## config.mk

```make
export PLATFORM = sky130hd
export DESIGN_NAME = tsps_queue
export DESIGN_NICKNAME = d
export VERILOG_FILES = /design/src/design/tsps_pkg.sv /design/src/design/tsps_queue.sv
export SDC_FILE = /design/constraint.sdc
export NUM_CORES = 1
export LEC_CHECK = 0
export ABC_AREA = 1
export BUFFER_PORTS_ARGS = -buffer_cell sky130_fd_sc_hd__buf_2
export CAP_MARGIN = 20
export CORE_MARGIN = 2
export CORE_UTILIZATION = 60
export DETAILED_ROUTE_END_ITERATION = 12
export PLACE_DENSITY = 0.83
export SETUP_SLACK_MARGIN = 0.05
export SYNTH_ARGS = -nofsm -noshare
export SYNTH_HDL_FRONTEND = slang
export SYNTH_SLANG_ARGS = --single-unit
```

## constraint.sdc

```tcl
create_clock -name clk -period 3 [get_ports clk]
set_input_delay 0.3 -clock clk [delete_from_list [all_inputs] [get_ports clk]]
set_output_delay 0.3 -clock clk [all_outputs]
set_load 0.03 [all_outputs]
```

## src/design/tsps_pkg.sv

```systemverilog
`timescale 1ns / 1ps

package tsps_pkg;

  // Default geometry of the sync search
  localparam int PACKET_BYTES_DEFAULT    = 188;
  localparam int CONFIRM_PACKETS_DEFAULT = 4;

  // Sync byte value after reset
  localparam logic [7:0] SYNC_RESET = 8'h47;

  // Entries in the queue between classifier and lock tracker
  localparam int QUEUE_DEPTH = 4;

  // One classified byte, as handed from the front to the back
  typedef struct packed {
    logic [7:0] data;        // oldest byte of the delay line
    logic       head_match;  // that byte equals the sync value
    logic       all_match;   // it and every packet-spaced byte after it match
  } tsps_entry_t;

  // Lock tracker state
  typedef enum logic {
    TSPS_HUNT,
    TSPS_LOCK
  } tsps_state_t;

endpackage

```

## src/design/tsps_queue.sv

```systemverilog
`timescale 1ns / 1ps

module tsps_queue (
  input  logic                  clk,
  input  logic                  rst,
  input  logic                  push,
  input  tsps_pkg::tsps_entry_t din,
  input  logic                  pop,
  output logic                  q_valid,
  output logic                  full,
  output tsps_pkg::tsps_entry_t head
);

  localparam int PtrW = $clog2(tsps_pkg::QUEUE_DEPTH);
  localparam int CntW = $clog2(tsps_pkg::QUEUE_DEPTH + 1);

  tsps_pkg::tsps_entry_t slots [tsps_pkg::QUEUE_DEPTH];
  logic [PtrW-1:0] wr_ptr;
  logic [PtrW-1:0] rd_ptr;
  logic [CntW-1:0] count;

  assign q_valid = (count != '0);
  assign full    = (count == CntW'(tsps_pkg::QUEUE_DEPTH));
  assign head    = slots[rd_ptr];

  // Store incoming items
  always_ff @(posedge clk) begin
    if (push) begin
      slots[wr_ptr] <= din;
    end
  end

  // Advance pointers and track occupancy
  always_ff @(posedge clk) begin
    if (rst) begin
      wr_ptr <= '0;
      rd_ptr <= '0;
      count  <= '0;
    end else begin
      if (push) begin
        wr_ptr <= wr_ptr + 1'b1;
      end
      if (pop) begin
        rd_ptr <= rd_ptr + 1'b1;
      end
      if (push && !pop) begin
        count <= count + 1'b1;
      end else if (pop && !push) begin
        count <= count - 1'b1;
      end
    end
  end

  a_no_overflow: assert property (@(posedge clk) disable iff (rst)
    push |-> !full || pop)
    else $error("queue pushed while full");

  a_no_underflow: assert property (@(posedge clk) disable iff (rst)
    pop |-> q_valid)
    else $error("queue popped while empty");

  a_count_grows: assert property (@(posedge clk) disable iff (rst)
    push && !pop |=> count == $past(count) + 1'b1)
    else $error("queue count did not follow a push");

endmodule

```

Word level (Yosys, flattened, before mapping)
Memory sizes are Yosys's and may differ from the RTL's. A register that Yosys moved wholly into a read port is not among the register bits. Cells that the tools add are included.

Input port bits: 14. Register bits after elaboration: 7. Memories: 1. Output and inout port bits: 12. RAM bits: 40. Word-level logic and storage cells: 21.

Add/subtract/negate cells: 4. Reduce and logical (&&, ||, !) cells: 6. Muxes and demuxes: 6. Equal/unequal tests: 1.

Memory list: slots (depth 4, width 10, rd ports 1, clocked after Yosys merged registers in 1, wr ports 1, line tsps_queue.sv:17) `tsps_pkg::tsps_entry_t slots [tsps_pkg::QUEUE_DEPTH];`.

Operators by type and width (number): two-way mux 3 bit (2); adder 2 x 1 -> 2 bit (second input constant) (2); two-way mux 2 bit (2); adder 3 x 1 -> 3 bit (second input constant) (1); == test 3 bit (second input constant) (1); nonzero test 3 bit (1); subtractor 3 x 1 -> 3 bit (second input constant) (1); logical AND 1 bit (2); zero test 1 bit (2); two-way mux 1 bit (2); nonzero test 2 bit (1).

Depth between registers and ports, before layout
Gate-level depths: netlist of run 1.

Word-level depth: 4. Mapped depth: 10. Mapped depth without buffers: 10.

Worst setup path before layout of run 1
OpenSTA, ideal clock, no wires.

Kind: reg2out. From: register (tool-made name). To: output head[0] in the netlist's numbering. Data required time: 2700 ps. Buffers on the path: 1. Slack: 1638 ps. Arrival: 1062 ps. Cell stages (with the launch flop): 4. Cells stage by stage: dfxtp_1 buf_4 nor2_1 o22ai_1.

RTL lines: end: declaration (line tsps_queue.sv:11) `output tsps_pkg::tsps_entry_t head`.

==> results of run 1 <==
## cells by family (layout without fill, tap and decap cells)
| kind of cell | Yosys count | count (layout) | synth area share [%] |
|---|---|---|---|
| flops | 49 | 49 | 71.1 |
| simple gates | 40 | 40 | 7.98 |
| compound gates | 38 | 38 | 10.4 |
| fa+ha+maj | 6 | 6 | 4.25 |
| xor+xnor | 1 | 1 | 0.451 |
| buf+inv | 22 | 51 | 5.79 |
## cell type report
type                            instances  share of cell area, %
Multi-Input combinational cell         85                   21.1
Timing Repair Buffer                   26                   6.22
Sequential cell                        49                   64.8
Tap cell                               44                   2.58
Inverter                               17                   2.99
Clock buffer                            5                   1.76
Clock inverter                          3                  0.587
## path summary, 6_finish.rpt
path / start / end / slack, ps
worst min-delay path: rst / count[0] / 100
worst min register to register: rd_ptr[1] / register / 470
worst max-delay path: register / head[4] / 1030
worst max register to register: wr_ptr[0] / slots[2][4] / 1640
## sequential cells by signal, summed over array words and instances (netlist names), named ones only
name,flops
wr_ptr,2
rd_ptr,2
count,3
slots,40
## through the flow
| step | std cells | hold WS (ps) | total power, mW |
|---|---|---|---|
| 6_report | 229 | 103 | 1.25 |
| 3_5_place_dp | 221 | 443 | 1.00 |
| 3_3_place_gp | 221 | 426 | 0.987 |
| 2_1_floorplan | 156 | 372 | 0.942 |
| 4_1_cts | 229 | 83.8 | 1.27 |
| 5_1_grt | 229 | 85.4 | 1.32 |
## cell usage in the layout, fill, tap and decap left out, drive strengths merged, types with 3 or more instances in the layout
| master | count |
|---|---|
| inv | 17 |
| clkbuf | 5 |
| clkinv | 3 |
| buf | 26 |
| dfxtp | 9 |
| ha | 5 |
| edfxtp | 40 |
| o22ai | 10 |
| nand2 | 10 |
| o21ai | 25 |
| nor2 | 27 |
| a21oi | 3 |
## Yosys cell counts
master,n
o21ai_0,5
buf_6,3
xor2_1,1
inv_1,14
inv_2,3
buf_4,2
edfxtp_1,40
nor2_1,27
dfxtp_1,9
fa_1,1
nor3_1,1
a21oi_1,3
ha_1,5
o22ai_1,10
nand3_1,1
o21ai_1,20
nand2_1,10
nand4_1,1
## worst max-delay path, delay by kind of cell, from the launching register on
family / cells / cell delay (ps)
flip-flops: 1 / 580
buffers and inverters: 2 / 470
AO/OA/AOI/OAI: 2 / 260
## report_power, final
group / total, mW / leakage, nW / switching [mW] / internal [mW]
combinational: 0.191 / 0.372 / 0.133 / 0.0582
sequential: 0.792 / 0.442 / 0.0208 / 0.771
clock: 0.272 / 0.0300 / 0.187 / 0.0850
## layer usage
layer | share of wire, % | global-route usage [%]
met1 | 43 | 24.5
met2 | 53 | 36.1
met3 | 2.9 | 7.04
met4 | 0.82 | 6.52
met5 | 0 | 0
==> reports/results.ini, run 1 <==
[outcome]
status=completed

[timing]
drv_slew=0
setup_slack_ps=1030
slew_headroom_pct=68.2
period_needed_ps=1970
tightest_slew_ps=477
finalSetupViolCount=0
fmax_ghz=0.508
period_share_pct=65.6
finalHoldViolCount=0
rsz0062_at_grt=no
finalClockSkew_ps=2.52
setup-tns-final_ps=0

[synth]
ys_seq_elements=49
yosysWarnings=0
synth.distinct_cells=18
synth_seq_area_share_pct=71.1
syn-num-nets=176
avgSynthCellArea_um2=12.5
synth_area_um2=1940
synth_top_area_cell=edfxtp_1
synthCells=156
synth_top_area_share_pct=61.8
synthTopCellsByArea=edfxtp_1 (62%), dfxtp_1 (9.3%), nor2_1 (5.2%), o21ai_1 (5.2%), ha_1 (3.2%)

[final_layout]
seq_area_um2=1380
post-route-cell-area_um2=2130
nets=204
nFillCells=238
post-route-util_pct=69.3
diodes=0
area_growth_pct=9.72
multi_input_area_um2=449
drive_gt1_share_pct=18.9

[worst_setup_path]
reg2reg_depth=4
path_cells=buf_4, o21ai_1, o22ai_1, buf_2
crit_arrival_ps=1670
path_class=register to primary output
critical_path.slowest_cell=dfxtp_1
critPathMaxFanout=12
crit_required_ps=2700
cpPeakStageDelay_ps=580
setup.worst_path.start_class=register
critPathCaptureType=primary output

[min_path]
worstHoldPathType=input port to register
hold_depth=2

[cts]
path_clk_slew_ps=120
root_buffer=clkbuf_4
cts_buffer_depth=2
cts_buffers=5
cts_tree=done
hold_buffers=0
htree_levels=2
ctsResizeCount=0
cts_setup_buffers=0
clock_sinks=49
clock_latency_ps=360

[routing]
final_antenna_net_count=0
num_vias=1196
drtIter0Drc=49
wl_mm=3.31
vias_per_cell=5.22
wl_per_cell_um=14.4
drtPass1Iterations=4
route.detailed.drc=0

[die]
row_count=20
ios=26
die_h_um=60.9
start_util_pct=63.1
die_width_um=60.9
core-area_um2=3080
die_area_um2=3710

[global_routing]
grt_pass1_wl_mm=5.26
antenna_found_initial=0
track_usage_pct=20.8
first_global_vias=1203
grt_max_degree=21
grt_overflow=0

[power]
power.leakage_nw=0.844
p_per_area_nw_per_um2=589
irDropWorstVdd_mv=0.352

[place]
place_area_um2=2080
place_ws_ps=1390
hpwlAfterDp_mm=2.26
numPortBuffers=25
gp_congestion=0.788

[job]
cap_violations=0

Power figures use the tool's default switching activity.
==> run 2: changes to the inputs <==
--- a/config.mk
+++ b/config.mk
@@ -5,13 +5,13 @@
 export SDC_FILE = /design/constraint.sdc
 export NUM_CORES = 1
 export LEC_CHECK = 0
-export ABC_AREA = 1
+export ABC_AREA = 0
 export BUFFER_PORTS_ARGS = -buffer_cell sky130_fd_sc_hd__buf_2
 export CAP_MARGIN = 20
 export CORE_MARGIN = 2
-export CORE_UTILIZATION = 60
+export CORE_UTILIZATION = 50
 export DETAILED_ROUTE_END_ITERATION = 12
-export PLACE_DENSITY = 0.83
+export PLACE_DENSITY = 0.74
 export SETUP_SLACK_MARGIN = 0.05
 export SYNTH_ARGS = -nofsm -noshare
 export SYNTH_HDL_FRONTEND = slang
==> constraint.sdc (replaced) <==
create_clock -name clk -period 1.8 [get_ports clk]
set_input_delay 0.18 -clock clk [delete_from_list [all_inputs] [get_ports clk]]
set_output_delay 0.18 -clock clk [all_outputs]
set_load 0.03 [all_outputs]
==> run 2 against run 1 <==
Net effect: utilization shrank 8.0 points; sequential share of layout area fell by 2.7 points; clock skew is 7.5 ps higher; non-clock buffer count up 5; critical endpoint is now head[3]; first-iteration DRC count fell by 16%; power increased by 110%; setup slack worse by 910 ps; die area grew 15%; hold slack lost 9.9 ps.
==> reports/results.ini, run 2 <==
[cts]
cts_tree=done  ; unchanged
hold_buffers=0  ; unchanged
clock_latency_ps=300  ; was 360 ps
cts_buffer_depth=2  ; unchanged
clock_sinks=49  ; unchanged
htree_levels=2  ; unchanged
cts_buffers=5  ; unchanged
root_buffer=clkbuf_8  ; was clkbuf_4
path_clk_slew_ps=90  ; was 120 ps

[synth]
yosysMostFrequentCell=edfxtp_1  ; unchanged
synth.distinct_cells=19  ; was 18
ys_seq_elements=49  ; unchanged
synth_seq_area_share_pct=73.7  ; was 71.1%
synth-edff-count=40  ; unchanged
synth_top_area_share_pct=64.1  ; was 61.8%
synth_top_area_cell=edfxtp_1  ; unchanged
synthCells=96  ; was 156
syn-num-nets=116  ; was 176
synthArstFlopShare_pct=0  ; unchanged
synthTopCellsByCount=edfxtp_1 (40), mux4_2 (10), dfxtp_1 (9), nor2_1 (7), ha_1 (5)  ; was edfxtp_1 (40), nor2_1 (27), o21ai_1 (20), inv_1 (14)
synth_area_um2=1870  ; was 1940 um^2
synthTopCellsByArea=edfxtp_1 (64%), mux4_2 (12%), dfxtp_1 (9.6%), ha_1 (3.3%), nor2_1 (1.4%)  ; was edfxtp_1 (62%), dfxtp_1 (9.3%), nor2_1 (5.2%), o21ai_1 (5.2%), ha_1 (3.2%)
avgSynthCellArea_um2=19.5  ; was 12.5 um^2
yosysWarnings=0  ; unchanged
synth_flop_cell=edfxtp_1  ; unchanged

[worst_setup_path]
critical_path.slowest_cell=mux4_2  ; was dfxtp_1
cpPeakStageDelay_ps=510  ; was 580 ps
crit_required_ps=1620  ; was 2700 ps
r2r-end=count[2]  ; was slots[2][4]
critPathCaptureType=primary output  ; unchanged
setup.worst_path.start_class=register  ; unchanged
r2r_slack_ps=320  ; was 1640 ps
path_cells=buf_6, mux4_2, buf_2  ; was buf_4, o21ai_1, o22ai_1, buf_2
crit_arrival_ps=1500  ; was 1670 ps
reg2reg_depth=4  ; unchanged
timing.rr.start=count[0]  ; was wr_ptr[0]
critPathMaxFanout=6  ; was 12
path_class=register to primary output  ; unchanged

[place]
place_area_um2=2080  ; about the same
numPortBuffers=25  ; unchanged
gp_congestion=0.708  ; was 0.788
place_ws_ps=159  ; was 1390 ps
dpl.cell_count=172  ; was 221

[final_layout]
nFillCells=288  ; was 238
max_flop_register=slots  ; unchanged
post-route-util_pct=61.3  ; was 69.3%
top_regs=slots (40), count (3)  ; unchanged
seq_area_um2=1380  ; about the same
stdcell_count=180  ; was 229
area_growth_pct=18.9  ; was 9.72%
multi_input_area_um2=457  ; was 449 um^2
final_cell_mix=edfxtp_1 (40), buf_2 (25), mux4_2 (10)  ; was edfxtp_1 (40), nor2_1 (27), buf_2 (25)
nets=151  ; was 204
diodes=0  ; unchanged
layout_commonest_cell=edfxtp_1  ; unchanged
largest_reg_flops=40  ; unchanged
drive_gt1_share_pct=38.6  ; was 18.9%
post-route-cell-area_um2=2230  ; was 2130 um^2

[die]
row_count=22  ; was 20
die_h_um=65.2  ; was 60.9 um
start_util_pct=51.5  ; was 63.1%
core-area_um2=3630  ; was 3080 um^2
ios=26  ; unchanged
die_area_um2=4250  ; was 3710 um^2
die_width_um=65.2  ; was 60.9 um

[routing]
wl_mm=2.81  ; was 3.31 mm
drtIter0Drc=41  ; was 49
final_antenna_net_count=0  ; unchanged
vias_per_cell=5.02  ; was 5.22
wl_per_cell_um=15.6  ; was 14.4 um
route.detailed.drc=0  ; unchanged
num_vias=904  ; was 1196
drtPass1Iterations=4  ; unchanged

[timing]
finalClockSkew_ps=10.0  ; was 2.52 ps
tightest_slew_ps=260  ; was 477 ps
slew_headroom_pct=82.7  ; was 68.2%
period_needed_ps=1680
hold_slack_ps=93.4  ; was 103 ps
fmax_ghz=0.597
finalSetupViolCount=0  ; unchanged
drv_slew=0  ; unchanged
period_share_pct=93.1
setup-tns-final_ps=0  ; unchanged
rsz0062_at_grt=no  ; unchanged
finalHoldViolCount=0  ; unchanged
setup_slack_ps=125  ; was 1030 ps

[job]
cap_violations=0  ; unchanged

[global_routing]
track_usage_pct=15.4  ; was 20.8%
antenna_found_initial=0  ; unchanged
grt_overflow=0  ; unchanged
grt_pass1_wl_mm=4.55  ; was 5.26 mm
grt_max_degree=16  ; was 21
first_global_vias=943  ; was 1203

[power]
p_per_area_nw_per_um2=1160  ; was 589 nW/um^2
power.leakage_nw=0.823  ; was 0.844 nW
finalPower_mw=2.57  ; was 1.25 mW
irDropWorstVdd_mv=0.515  ; was 0.352 mV

[min_path]
min_from=din[3]  ; was rst
worstHoldPathType=input port to register  ; unchanged
hold_depth=1  ; was 2
worstHoldEndpoint=slots[2][3]  ; was count[0]

[outcome]
status=completed  ; unchanged

==> run 2: power by group <==
group,switching [mW],internal (mW)
combinational,0.206,0.148
sequential,0.0385,1.29
clock,0.337,0.551
==> run 2: repair_timing <==
item | in CTS | in global routing
setup buffers | 0 | 0
gates resized for setup | 0 | 4
endpoints found under the setup margin | 0 | 9
==> run 2: per-layer routing <==
metal | GRT usage [%] | wire (um)
met1 | 18.1 | 1160
met2 | 26.1 | 1480
met3 | 5.31 | 121
met4 | 5.99 | 40
met5 | 0 | 0
==> run 2: area by class of cell <==
cell class                      count  area share (%)
Sequential cell                    49            62.1
Multi-Input combinational cell     40            20.5
Timing Repair Buffer               31            7.98
Clock buffer                        5            3.09
Clock inverter                      3            2.92
Tap cell                           48            2.70
Inverter                            4           0.674
==> run 2: worst max-delay path by stage <==
| stage | start | end | slack [ps] | cells past startpoint |
|---|---|---|---|---|
| 2_1_floorplan | pop | count[2] | 360 | 7 |
| 3_3_place_gp | pop | count[2] | 210 | 8 |
| 3_5_place_dp | pop | count[2] | 160 | 8 |
| 4_1_cts | register | head[4] | 60 | 2 |
| 5_1_grt | register | head[3] | 70 | 3 |
| 6_report | register | head[3] | 120 | 3 |
==> run 2: cells by family (layout without fill, tap and decap cells) <==
kind of cell | count (synthesis) | after routing | share of synthesized area [%]
buffers and inverters | 7 | 43 | 1.87
adders and majority gates | 6 | 6 | 4.41
muxes | 12 | 12 | 13.1
DFF | 49 | 49 | 73.7
and+or+nand+nor | 15 | 15 | 4.01
xor gates and xnor gates | 5 | 5 | 2.34
AOI/OAI and AO/OA | 2 | 2 | 0.534
==> run 2: worst max-delay path: cells and delay by family (launching register included) <==
family	cells	cell delay [ps]
buffers and inverters	2	340
flip-flops	1	350
multiplexers	1	510
