==> config.mk <==
export PLATFORM = sky130hd
export DESIGN_NAME = tsps_back
export DESIGN_NICKNAME = d
export VERILOG_FILES = /design/src/design/tsps_pkg.sv /design/src/design/tsps_back.sv
export SDC_FILE = /design/constraint.sdc
export NUM_CORES = 1
export LEC_CHECK = 0
export ABC_AREA = 1
export BUFFER_PORTS_ARGS = -buffer_cell sky130_fd_sc_hd__buf_2
export CAP_MARGIN = 15
export CORE_UTILIZATION = 44
export DETAILED_ROUTE_END_ITERATION = 6
export MAX_ROUTING_LAYER = met4
export PLACE_DENSITY = 0.72
export SLEW_MARGIN = 20
export SYNTH_ARGS = -nofsm -noshare
export SYNTH_HDL_FRONTEND = slang
export SYNTH_SLANG_ARGS = --single-unit
==> constraint.sdc <==
create_clock -name clk -period 1.6 [get_ports clk]
set_clock_uncertainty 0.2 [all_clocks]
set_input_delay 0.08 -clock clk [delete_from_list [all_inputs] [get_ports clk]]
set_output_delay 0.08 -clock clk [all_outputs]
set_load 0.01 [all_outputs]
==> src/design/tsps_pkg.sv <==
`timescale 1ns / 1ps

package tsps_pkg;

  // Default geometry of the sync search
  localparam int PACKET_BYTES_DEFAULT    = 188;
  localparam int CONFIRM_PACKETS_DEFAULT = 4;

  // Sync byte value after reset
  localparam logic [7:0] SYNC_RESET = 8'h47;

  // Entries in the queue between classifier and lock tracker
  localparam int QUEUE_DEPTH = 4;

  // One classified byte, as handed from the front to the back
  typedef struct packed {
    logic [7:0] data;        // oldest byte of the delay line
    logic       head_match;  // that byte equals the sync value
    logic       all_match;   // it and every packet-spaced byte after it match
  } tsps_entry_t;

  // Lock tracker state
  typedef enum logic {
    TSPS_HUNT,
    TSPS_LOCK
  } tsps_state_t;

endpackage

==> src/design/tsps_back.sv <==
`timescale 1ns / 1ps

module tsps_back #(
  parameter int PACKET_BYTES = tsps_pkg::PACKET_BYTES_DEFAULT
) (
  input  logic                  clk,
  input  logic                  rst,
  input  logic                  q_valid,
  input  tsps_pkg::tsps_entry_t head,
  output logic                  pop,
  output logic                  out_valid,
  input  logic                  out_stall,
  output logic [7:0]            out_byte,
  output logic                  packet_first
);

  localparam int OffW = $clog2(PACKET_BYTES);

  tsps_pkg::tsps_state_t state;
  tsps_pkg::tsps_state_t state_next;
  logic [OffW-1:0] offset;
  logic [OffW-1:0] offset_next;
  logic [OffW-1:0] offset_inc;
  logic            emit;
  logic            first;

  // Take the next item whenever the output register is free or draining
  assign pop = q_valid && (!out_valid || !out_stall);

  assign offset_inc = (offset == OffW'(PACKET_BYTES - 1)) ? '0 : offset + 1'b1;

  // Next lock state
  always_comb begin
    priority if (state == tsps_pkg::TSPS_LOCK && offset != '0) begin
      state_next = tsps_pkg::TSPS_LOCK;
    end else if (state == tsps_pkg::TSPS_LOCK && head.head_match) begin
      state_next = tsps_pkg::TSPS_LOCK;
    end else if (head.all_match) begin
      state_next = tsps_pkg::TSPS_LOCK;
    end else begin
      state_next = tsps_pkg::TSPS_HUNT;
    end
  end

  // Emit decision and packet position
  always_comb begin
    priority if (state == tsps_pkg::TSPS_LOCK && offset != '0) begin
      emit        = 1'b1;
      first       = 1'b0;
      offset_next = offset_inc;
    end else if (state == tsps_pkg::TSPS_LOCK && head.head_match) begin
      emit        = 1'b1;
      first       = 1'b1;
      offset_next = OffW'(1);
    end else if (head.all_match) begin
      emit        = 1'b1;
      first       = 1'b1;
      offset_next = OffW'(1);
    end else begin
      emit        = 1'b0;
      first       = 1'b0;
      offset_next = '0;
    end
  end

  // Update lock tracking on each item taken
  always_ff @(posedge clk) begin
    if (rst) begin
      state     <= tsps_pkg::TSPS_HUNT;
      offset    <= '0;
      out_valid <= 1'b0;
    end else begin
      if (pop) begin
        state  <= state_next;
        offset <= offset_next;
      end
      out_valid <= (out_valid && out_stall) || (pop && emit);
    end
  end

  // Load the output register
  always_ff @(posedge clk) begin
    if (pop && emit) begin
      out_byte     <= head.data;
      packet_first <= first;
    end
  end

  a_mid_packet: assert property (@(posedge clk) disable iff (rst)
    pop && state == tsps_pkg::TSPS_LOCK && offset != '0 |=> out_valid && !packet_first)
    else $error("mid-packet byte not passed unmarked");

  a_drop_unlocks: assert property (@(posedge clk) disable iff (rst)
    pop && !emit |=> state == tsps_pkg::TSPS_HUNT && offset == '0)
    else $error("dropped byte left lock state behind");

  a_first_zero_offset: assert property (@(posedge clk) disable iff (rst)
    pop && emit && first |=> offset == OffW'(1) && state == tsps_pkg::TSPS_LOCK)
    else $error("packet start did not restart the offset");

endmodule

; After elaboration in Yosys (flattened, before gate mapping)
; Index checks and enable logic that the tools add are counted.
[word_totals]
ram_bits = 0
latchBits = 0
word_cells = 24
reg_bits = 19
romBits = 0
mem_count = 0
[classes]
mul = 0
mux = 7
n_shift = 0
n_reduce_logical = 10
bitwise_logic = 0
n_lt_le_gt_ge = 0
eq_ne = 1
div = 0
addsub = 1
[op_table]
columns = operator, count
row1 = two-way mux 8 bit, 2
row2 = adder 8 x 1 -> 8 bit (second input constant), 1
row3 = == test 8 bit (second input constant), 1
row4 = nonzero test 8 bit, 1
row5 = logical AND 1 bit, 5
row6 = two-way mux 1 bit, 5
row7 = zero test 1 bit, 2
row8 = logical OR 1 bit, 2

; Logic depth before layout (Yosys ltp)
; Gate-level depths: netlist of run 1.
[logic_depth]
depth_word = 5
depth_mapped = 9
ltp_nobuf = 9

; Least setup slack after synthesis of run 1
; Ideal clock, no wire load.
[synth_timing]
path_type = register -> register
startpoint = reg offset[0]
endpoint = reg out_byte[0], enable pin
path_stages_with_launch = 10
synth_period_minus_slack_ns = 1.671
setup_ns = 0.329
n_path_buf = 0
path_slack_ns = -0.071
arrival_ns = 1.142
required_time_ns = 1.071
path_cell_list = dfxtp_1 inv_1 ha_1 nand2_1 nor2_1 nand2_1 nand2_1 nand2_1 nand2_1 inv_1
[synth_via]
elab_chain_cells = 4
[synth_lines]
columns = element, line_no
row1 = start: declaration, tsps_back.sv:21  ; logic [OffW-1:0] offset;
row2 = start signal: assignment, tsps_back.sv:75  ; offset <= offset_next;
row3 = nonzero test 8 bit, tsps_back.sv:47  ; priority if (state == tsps_pkg::TSPS_LOCK && offset != '0) begin
row4 = logical AND 1 bit, tsps_back.sv:47
row5 = two-way mux 1 bit, tsps_back.sv:47
row6 = logical AND 1 bit, tsps_back.sv:83  ; if (pop && emit) begin
row7 = end signal: assignment, tsps_back.sv:84  ; out_byte <= head.data;
row8 = end: declaration, tsps_back.sv:13  ; output logic [7:0] out_byte,
; Every way passes these cells.
; A chain may end at the register's enable or synchronous reset.

; Worst setup path in the final report of run 1
[layout_timing]
startpoint = reg offset[1]
endpoint = reg out_byte[3], enable pin
; The elaborated chain is that of the path after synthesis.

==> impl_metrics.json, run 1 <==
{
  "status": "finished, violations left",
  "violations": "negative setup slack",
  "rsz0062_at_grt": "yes",
  "worst_pin_slew_ns": 0.2470,
  "fin_crit_sh": 1.021,
  "wl_met3_um": 125,
  "final_core_util": 0.7444,
  "drtIter0Drc": 33,
  "drc": 0,
  "die_w_um": 46.78,
  "clock_latency_ns": 0.30,
  "synthArstFlopShare": 0,
  "yosys-top-cells-area": "edfxtp_1 31%, dfxtp_1 23%, nand2_1 9.4%",
  "pre_cts_ws_ns": -0.001128,
  "dpl.hpwl_um": 1303,
  "top_layer": "met4",
  "setup_slack_ns": -0.03399,
  "final.min_clock_period_ns": 1.634,
  "routedLengthMet1_um": 891,
  "core_area_um2": 1802,
  "grt_pass1_wl_um": 3008,
  "crit_type": "reg2reg",
  "worstPathMaxFanout": 5,
  "p_leak_nw": 0.5983,
  "num_vias": 877,
  "synth.most_common_cell": "nand2_1",
  "synthFlopType": "dfxtp_1",
  "total_switching_power_w": 0.0002561,
  "grt_max_degree": 12,
  "required_ns": 1.43,
  "startpoint_type": "flop",
  "maxCapViolCount": 0,
  "fillerInstances": 124,
  "final_max_slew_viol_count": 0,
  "dr.pass1.iters": 4,
  "share_comb_of_total_power": 0.189,
  "setup.worst_path.end_class": "flop",
  "synth-edff-count": 9,
  "clk_path_buf_depth": 2,
  "synthCells": 101,
  "cts_buffers": 3,
  "drive_above_1_share": 0.4238,
  "cts-root-buf": "clkbuf_4",
  "synthesis.nets": 117,
  "area_growth_pct": 52.06,
  "clock-sinks": 19,
  "ant_nets": 0,
  "fin_nets": 168,
  "clkPwrFrac": 0.255,
  "hold_viol_final": 0,
  "synth_top_cell_by_area": "edfxtp_1",
  "synth.top_cell.area_share": 0.3064,
  "die_h_um": 46.78,
  "synthTopCellsByCount": "22 x nand2_1, 14 x nor2_1, 13 x inv_1",
  "io_pins": 25,
  "num_antenna_cells": 0,
  "tns_ns": -0.3124,
  "ir_drop_uv": 418.0,
  "gp_congestion": 0.9421,
  "p_seq_frac": 0.556,
  "fmax_ghz": 0.6120,
  "yosys_warnings": 0,
  "die-area_um2": 2188,
  "synth_seq_area_share": 0.5333,
  "p_int_w": 0.0007145,
  "routed_wl_um": 2402,
  "vias_per_cell": 4.983,
  "swShare": 0.2638,
  "ys_ff_latch": 19,
  "rows": 15,
  "ys_types": 18,
  "dr_wl_met2_um": 1335,
  "final-setup-viol-count": 11,
  "grt_pass1_vias": 743,
  "min_path_type": "in2reg",
  "start_util": 0.4896,
  "antenna_found_initial": 0,
  "place.port_buffers": 24,
  "synth.avg_cell_area_um2": 8.734,
  "arrival_ns": 1.47,
  "path_clk_slew_ns": 0.11,
  "p_per_area_nw_per_um2": 723.6,
  "grt.total_usage": 0.2114,
  "grt_overflow": 0,
  "cts_max_level": 1,
  "slew_headroom": 0.8348,
  "synth_area_um2": 882.1,
  "post_drt_wl_per_cell_um": 13.65,
  "cts_tree": "built"
}
==> cell type report <==
cell class | count | area [um^2] | area share
clock buffers | 3 | 22.52 | 0.01679
inverters | 14 | 60.06 | 0.04478
repair inverters | 1 | 7.507 | 0.005597
repair buffers | 46 | 327.8 | 0.2444
clock inverters | 1 | 5.005 | 0.003731
well taps | 25 | 31.28 | 0.02332
flip-flops and latches | 19 | 473.0 | 0.3526
multi-input cells | 67 | 414.1 | 0.3088
==> sequential cells by signal, indices dropped and copies added, names as in the netlist <==
| signal | count |
|---|---|
| out_byte | 8 |
| offset | 8 |
| out_valid | 1 |
| packet_first | 1 |
| state | 1 |
==> per-layer routing <==
metal  vias up  GRT usage
met4         0    0.09143
li1        422          -
met5         -          -
met2        41     0.3778
met1       408     0.2214
met3         6    0.04615
==> critical path, stage by stage (launching register included) <==
cell     delay (ns)
dfxtp_2        0.35
inv_2          0.05
ha_4           0.16
nand2_2        0.05
nor2_1         0.04
nand2_1        0.06
nand2_1        0.07
nand2_2        0.11
nand2_4        0.09
buf_12         0.14
inv_8          0.06
==> path summary, 6_finish.rpt <==
check                         startpoint                      to  slack [ns]  cells past startpoint
hold / removal                   q_valid  offset[3]$_SDFFE_PP0P_        0.05                      5
setup reg to reg  offset[1]$_SDFFE_PP0P_   out_byte[3]$_DFFE_PP_       -0.03                     10
hold reg to reg       state$_SDFFE_PP0P_      state$_SDFFE_PP0P_        0.32                      2
setup / recovery  offset[1]$_SDFFE_PP0P_   out_byte[3]$_DFFE_PP_       -0.03                     10
==> layout by cell type (no fill, tap or decap) <==
cell type      netlist  final
a21oi_1              6      6
buf_12               0      1
buf_2                0     24
buf_4                1      9
clkbuf_4             0      3
clkinv_2             0      1
clkinvlp_4           0      1
dfxtp_1             10      8
dfxtp_2              0      2
dlygate4sd3_1        0     12
edfxtp_1             9      9
ha_4                 0      2
inv_1               13     10
inv_2                1      3
inv_8                0      1
nand2_1             22     17
nand2_2              1      5
nand2_4              2      3
nand3_1              6      5
nand3_2              2      3
nand4_1              2      2
nor2_1              14     12
nor2_2               4      4
nor2_4               0      2
nor3_1               1      1
o21ai_0              1      1
xor2_1               4      4
==> power by group through the flow <==
stage | Sequential (W) | Clock, W | Combinational [W]
after global routing | 0.000542 | 0.000265 | 0.000200
after global placement | 0.000549 | 0 | 0.000115
after detailed placement | 0.000549 | 0 | 0.000117
after CTS | 0.000538 | 0.000246 | 0.000141
after floorplan | 0.000559 | 0 | 0.0000526
final | 0.000540 | 0.000248 | 0.000183
==> cells by family (layout without fill, tap and decap cells) <==
family	after synthesis	count (layout)	synth area share
AND/OR/NAND/NOR	54	54	0.2908
XOR/XNOR	4	4	0.03971
adder cells (fa/ha/maj)	2	2	0.02836
buffers and inverters	15	65	0.06809
flip-flops	19	19	0.5333
AO/OA/AOI/OAI	7	7	0.03971
==> through the flow <==
step                instance area [um^2]  std cells  total power [W]  hold WS (ns)
floorplan                          882.1        101        0.0006114      -0.05093
global placement                    1086        157        0.0006636       0.05736
detailed placement                  1086        157        0.0006663       0.05856
CTS                                 1236        173        0.0009253       0.07528
global route                        1341        176         0.001006       0.09326
finish                              1341        176        0.0009706       0.05392
==> repair_timing <==
item                       4_1_cts  5_1_grt
cloned                           0        1
hold endpoints to repair        19        0
setup buffers                    0        2
gates resized for setup          1       21
pin swaps                        0        9
hold buffers                    12        0
setup endpoints to repair        9       19
Power figures use the tool's default switching activity.
==> run 2, diff against run 1 <==
--- a/config.mk
+++ b/config.mk
@@ -14,2 +14,3 @@
 export PLACE_DENSITY = 0.72
+export REMOVE_ABC_BUFFERS = 1
 export SLEW_MARGIN = 20
--- a/constraint.sdc
+++ b/constraint.sdc
@@ -4,2 +4,2 @@
 set_output_delay 0.08 -clock clk [all_outputs]
-set_load 0.01 [all_outputs]
+set_load 0.02 [all_outputs]
==> run 2 against run 1 <==
Against the previous run:
- the run now ends clean
- final area down 4.0%
- final cell count down 0.57%
- critical path depth unchanged
- non-clock buffer count unchanged
- combinational power down 6%
- flip-flop and latch count unchanged
==> impl_metrics.json, run 2 (synthesis gave the netlist of run 1 again) <==
{
  "min_path_type": "in2reg",
  "grt_overflow": 0,
  "drtIter0Drc": 20,
  "drc": 0,
  "p_total_w": 0.0009604,
  "grt.total_usage": 0.2187,
  "rsz0062_at_grt": "yes",
  "die_h_um": 46.78,
  "maxCapViolCount": 0,
  "cts_tree": "built",
  "die_w_um": 46.78,
  "setup.worst_path.end_class": "flop",
  "ant_nets": 0,
  "startpoint_type": "flop",
  "p_per_area_nw_per_um2": 746.0,
  "r2r_slack_ns": 0.03,
  "crit_path_top_delay_cell": "dfxtp_2",
  "place.port_buffers": 24,
  "p_leak_nw": 0.5903,
  "fin_hold_ws_ns": 0.02596,
  "gp_congestion": 0.9228,
  "io_pins": 25,
  "cts_max_level": 1,
  "grt_pass1_vias": 752,
  "fmax_ghz": 0.6366,
  "vias_per_cell": 4.777,
  "fin_crit_sh": 0.9818,
  "worstPathMaxFanout": 4,
  "grt_pass1_wl_um": 3111,
  "reg2reg_from": "offset[1]$_SDFFE_PP0P_",
  "antenna_found_initial": 0,
  "crit_path_cell_trace": "inv_2, ha_4, nand2_1, nor2_1, nand2_1, nand2_1, nand2_1, nand2_2, inv_2, buf_4",
  "status": "completed",
  "start_util": 0.4896,
  "clk_path_buf_depth": 2,
  "required_ns": 1.48,
  "dr.pass1.iters": 4,
  "arrival_ns": 1.45,
  "clock-sinks": 19,
  "path_clk_slew_ns": 0.11,
  "post_drt_wl_per_cell_um": 12.11,
  "top_regs": "offset x8, out_byte x8",
  "worst_pin_slew_ns": 0.2067,
  "area_growth_pct": 45.96,
  "worst_path_largest_cell_delay_ns": 0.34,
  "crit_type": "reg2reg",
  "die-area_um2": 2188,
  "cp_common_cell": "nand2_1",
  "num_vias": 836,
  "layout_common_cells": "24 x buf_2, 21 x nand2_1, 14 x nor2_1, 12 x dlygate4sd3_1, 10 x inv_1",
  "drive_above_1_share": 0.3800,
  "r2r-end": "out_byte[0]$_DFFE_PP_",
  "cts_buffers": 3,
  "cts-root-buf": "clkbuf_4",
  "rows": 15,
  "hp-start": "q_valid",
  "ir_drop_uv": 614.4,
  "mostFrequentLayoutCell": "buf_2",
  "clock_latency_ns": 0.30,
  "fin_nets": 167,
  "r2r_cells": 10,
  "final-setup-viol-count": 0,
  "dpl.hpwl_um": 1360,
  "final_max_slew_viol_count": 0,
  "grt_max_degree": 12,
  "hold_viol_final": 0,
  "hold_path_depth": 5,
  "holdPathEnd": "state$_SDFFE_PP0P_",
  "core_area_um2": 1802,
  "slew_headroom": 0.8620,
  "num_antenna_cells": 0,
  "routed_wl_um": 2120,
  "final.min_clock_period_ns": 1.571
}
run 2: changes by cell type in the layout (fill, tap and decap cells not counted), sizes merged:
cell / change
clkinvlp: -1
run 2: worst max-delay path by stage:
stage	to	slack, ns	depth (start not counted)	from
finish	out_byte[0]$_DFFE_PP_	0.03	10	offset[1]$_SDFFE_PP0P_
global route	out_byte[7]$_DFFE_PP_	-0.03	10	offset[1]$_SDFFE_PP0P_
floorplan	out_byte[0]$_DFFE_PP_	-0.07	9	offset[0]$_SDFFE_PP0P_
detailed placement	out_byte[6]$_DFFE_PP_	-0.01	10	offset[0]$_SDFFE_PP0P_
global placement	out_byte[1]$_DFFE_PP_	0.03	10	offset[0]$_SDFFE_PP0P_
CTS	out_byte[0]$_DFFE_PP_	0.008	10	offset[0]$_SDFFE_PP0P_
run 2: per-stage QoR:
| stage | cells | setup slack, ns | instance area, um^2 | utilization | setup TNS, ns |
|---|---|---|---|---|---|
| after floorplan | 100 | -0.07392 | 874.6 | - | -0.6653 |
| after global placement | 158 | 0.02739 | 1094 | 0.6069 | 0 |
| after detailed placement | 158 | -0.01029 | 1094 | 0.6069 | -0.05119 |
| after CTS | 174 | 0.007568 | 1249 | 0.6931 | 0 |
| after global routing | 175 | -0.02605 | 1287 | 0.7146 | -0.1926 |
| final | 175 | 0.02913 | 1287 | 0.7146 | 0 |
run 2: final cells by class:
cell class	count	area (um^2)
clock buffer	3	22.52
clock inverter	1	5.005
fill	144	514.2
inverter	14	52.55
multi-input combinational	67	384.1
sequential	19	473.0
tap	25	31.28
timing repair buffer	46	319.1
run 2: power by group:
group          internal [W]  switching (W)
clock             0.0000933       0.000155
combinational     0.0000799      0.0000920
sequential         0.000532     0.00000774
total              0.000705       0.000255
run 2: routing by layer:
metal	wire [um]	vias to the layer above	track usage	share of wire
met5	0	-	-	0
met4	38	0	0.1029	0.018
met3	95	5	0.04615	0.045
met2	1156	29	0.3806	0.55
met1	829	384	0.2354	0.39
li1	-	418	-	-
run 2: critical path, delay by kind of cell, from the launching register on:
kind / cells / cell delay [ns]
AND/OR/NAND/NOR: 6 / 0.42
buffers and inverters: 3 / 0.26
adder cells (fa/ha/maj): 1 / 0.13
flip-flops: 1 / 0.34
run 2: repair_timing:
action / CTS / global route
hold buffers: 12 / 0
pin swaps: 0 / 3
setup buffers: 0 / 1
hold endpoints to repair: 19 / 0
endpoints found under the setup margin: 9 / 16
resized for setup: 4 / 8
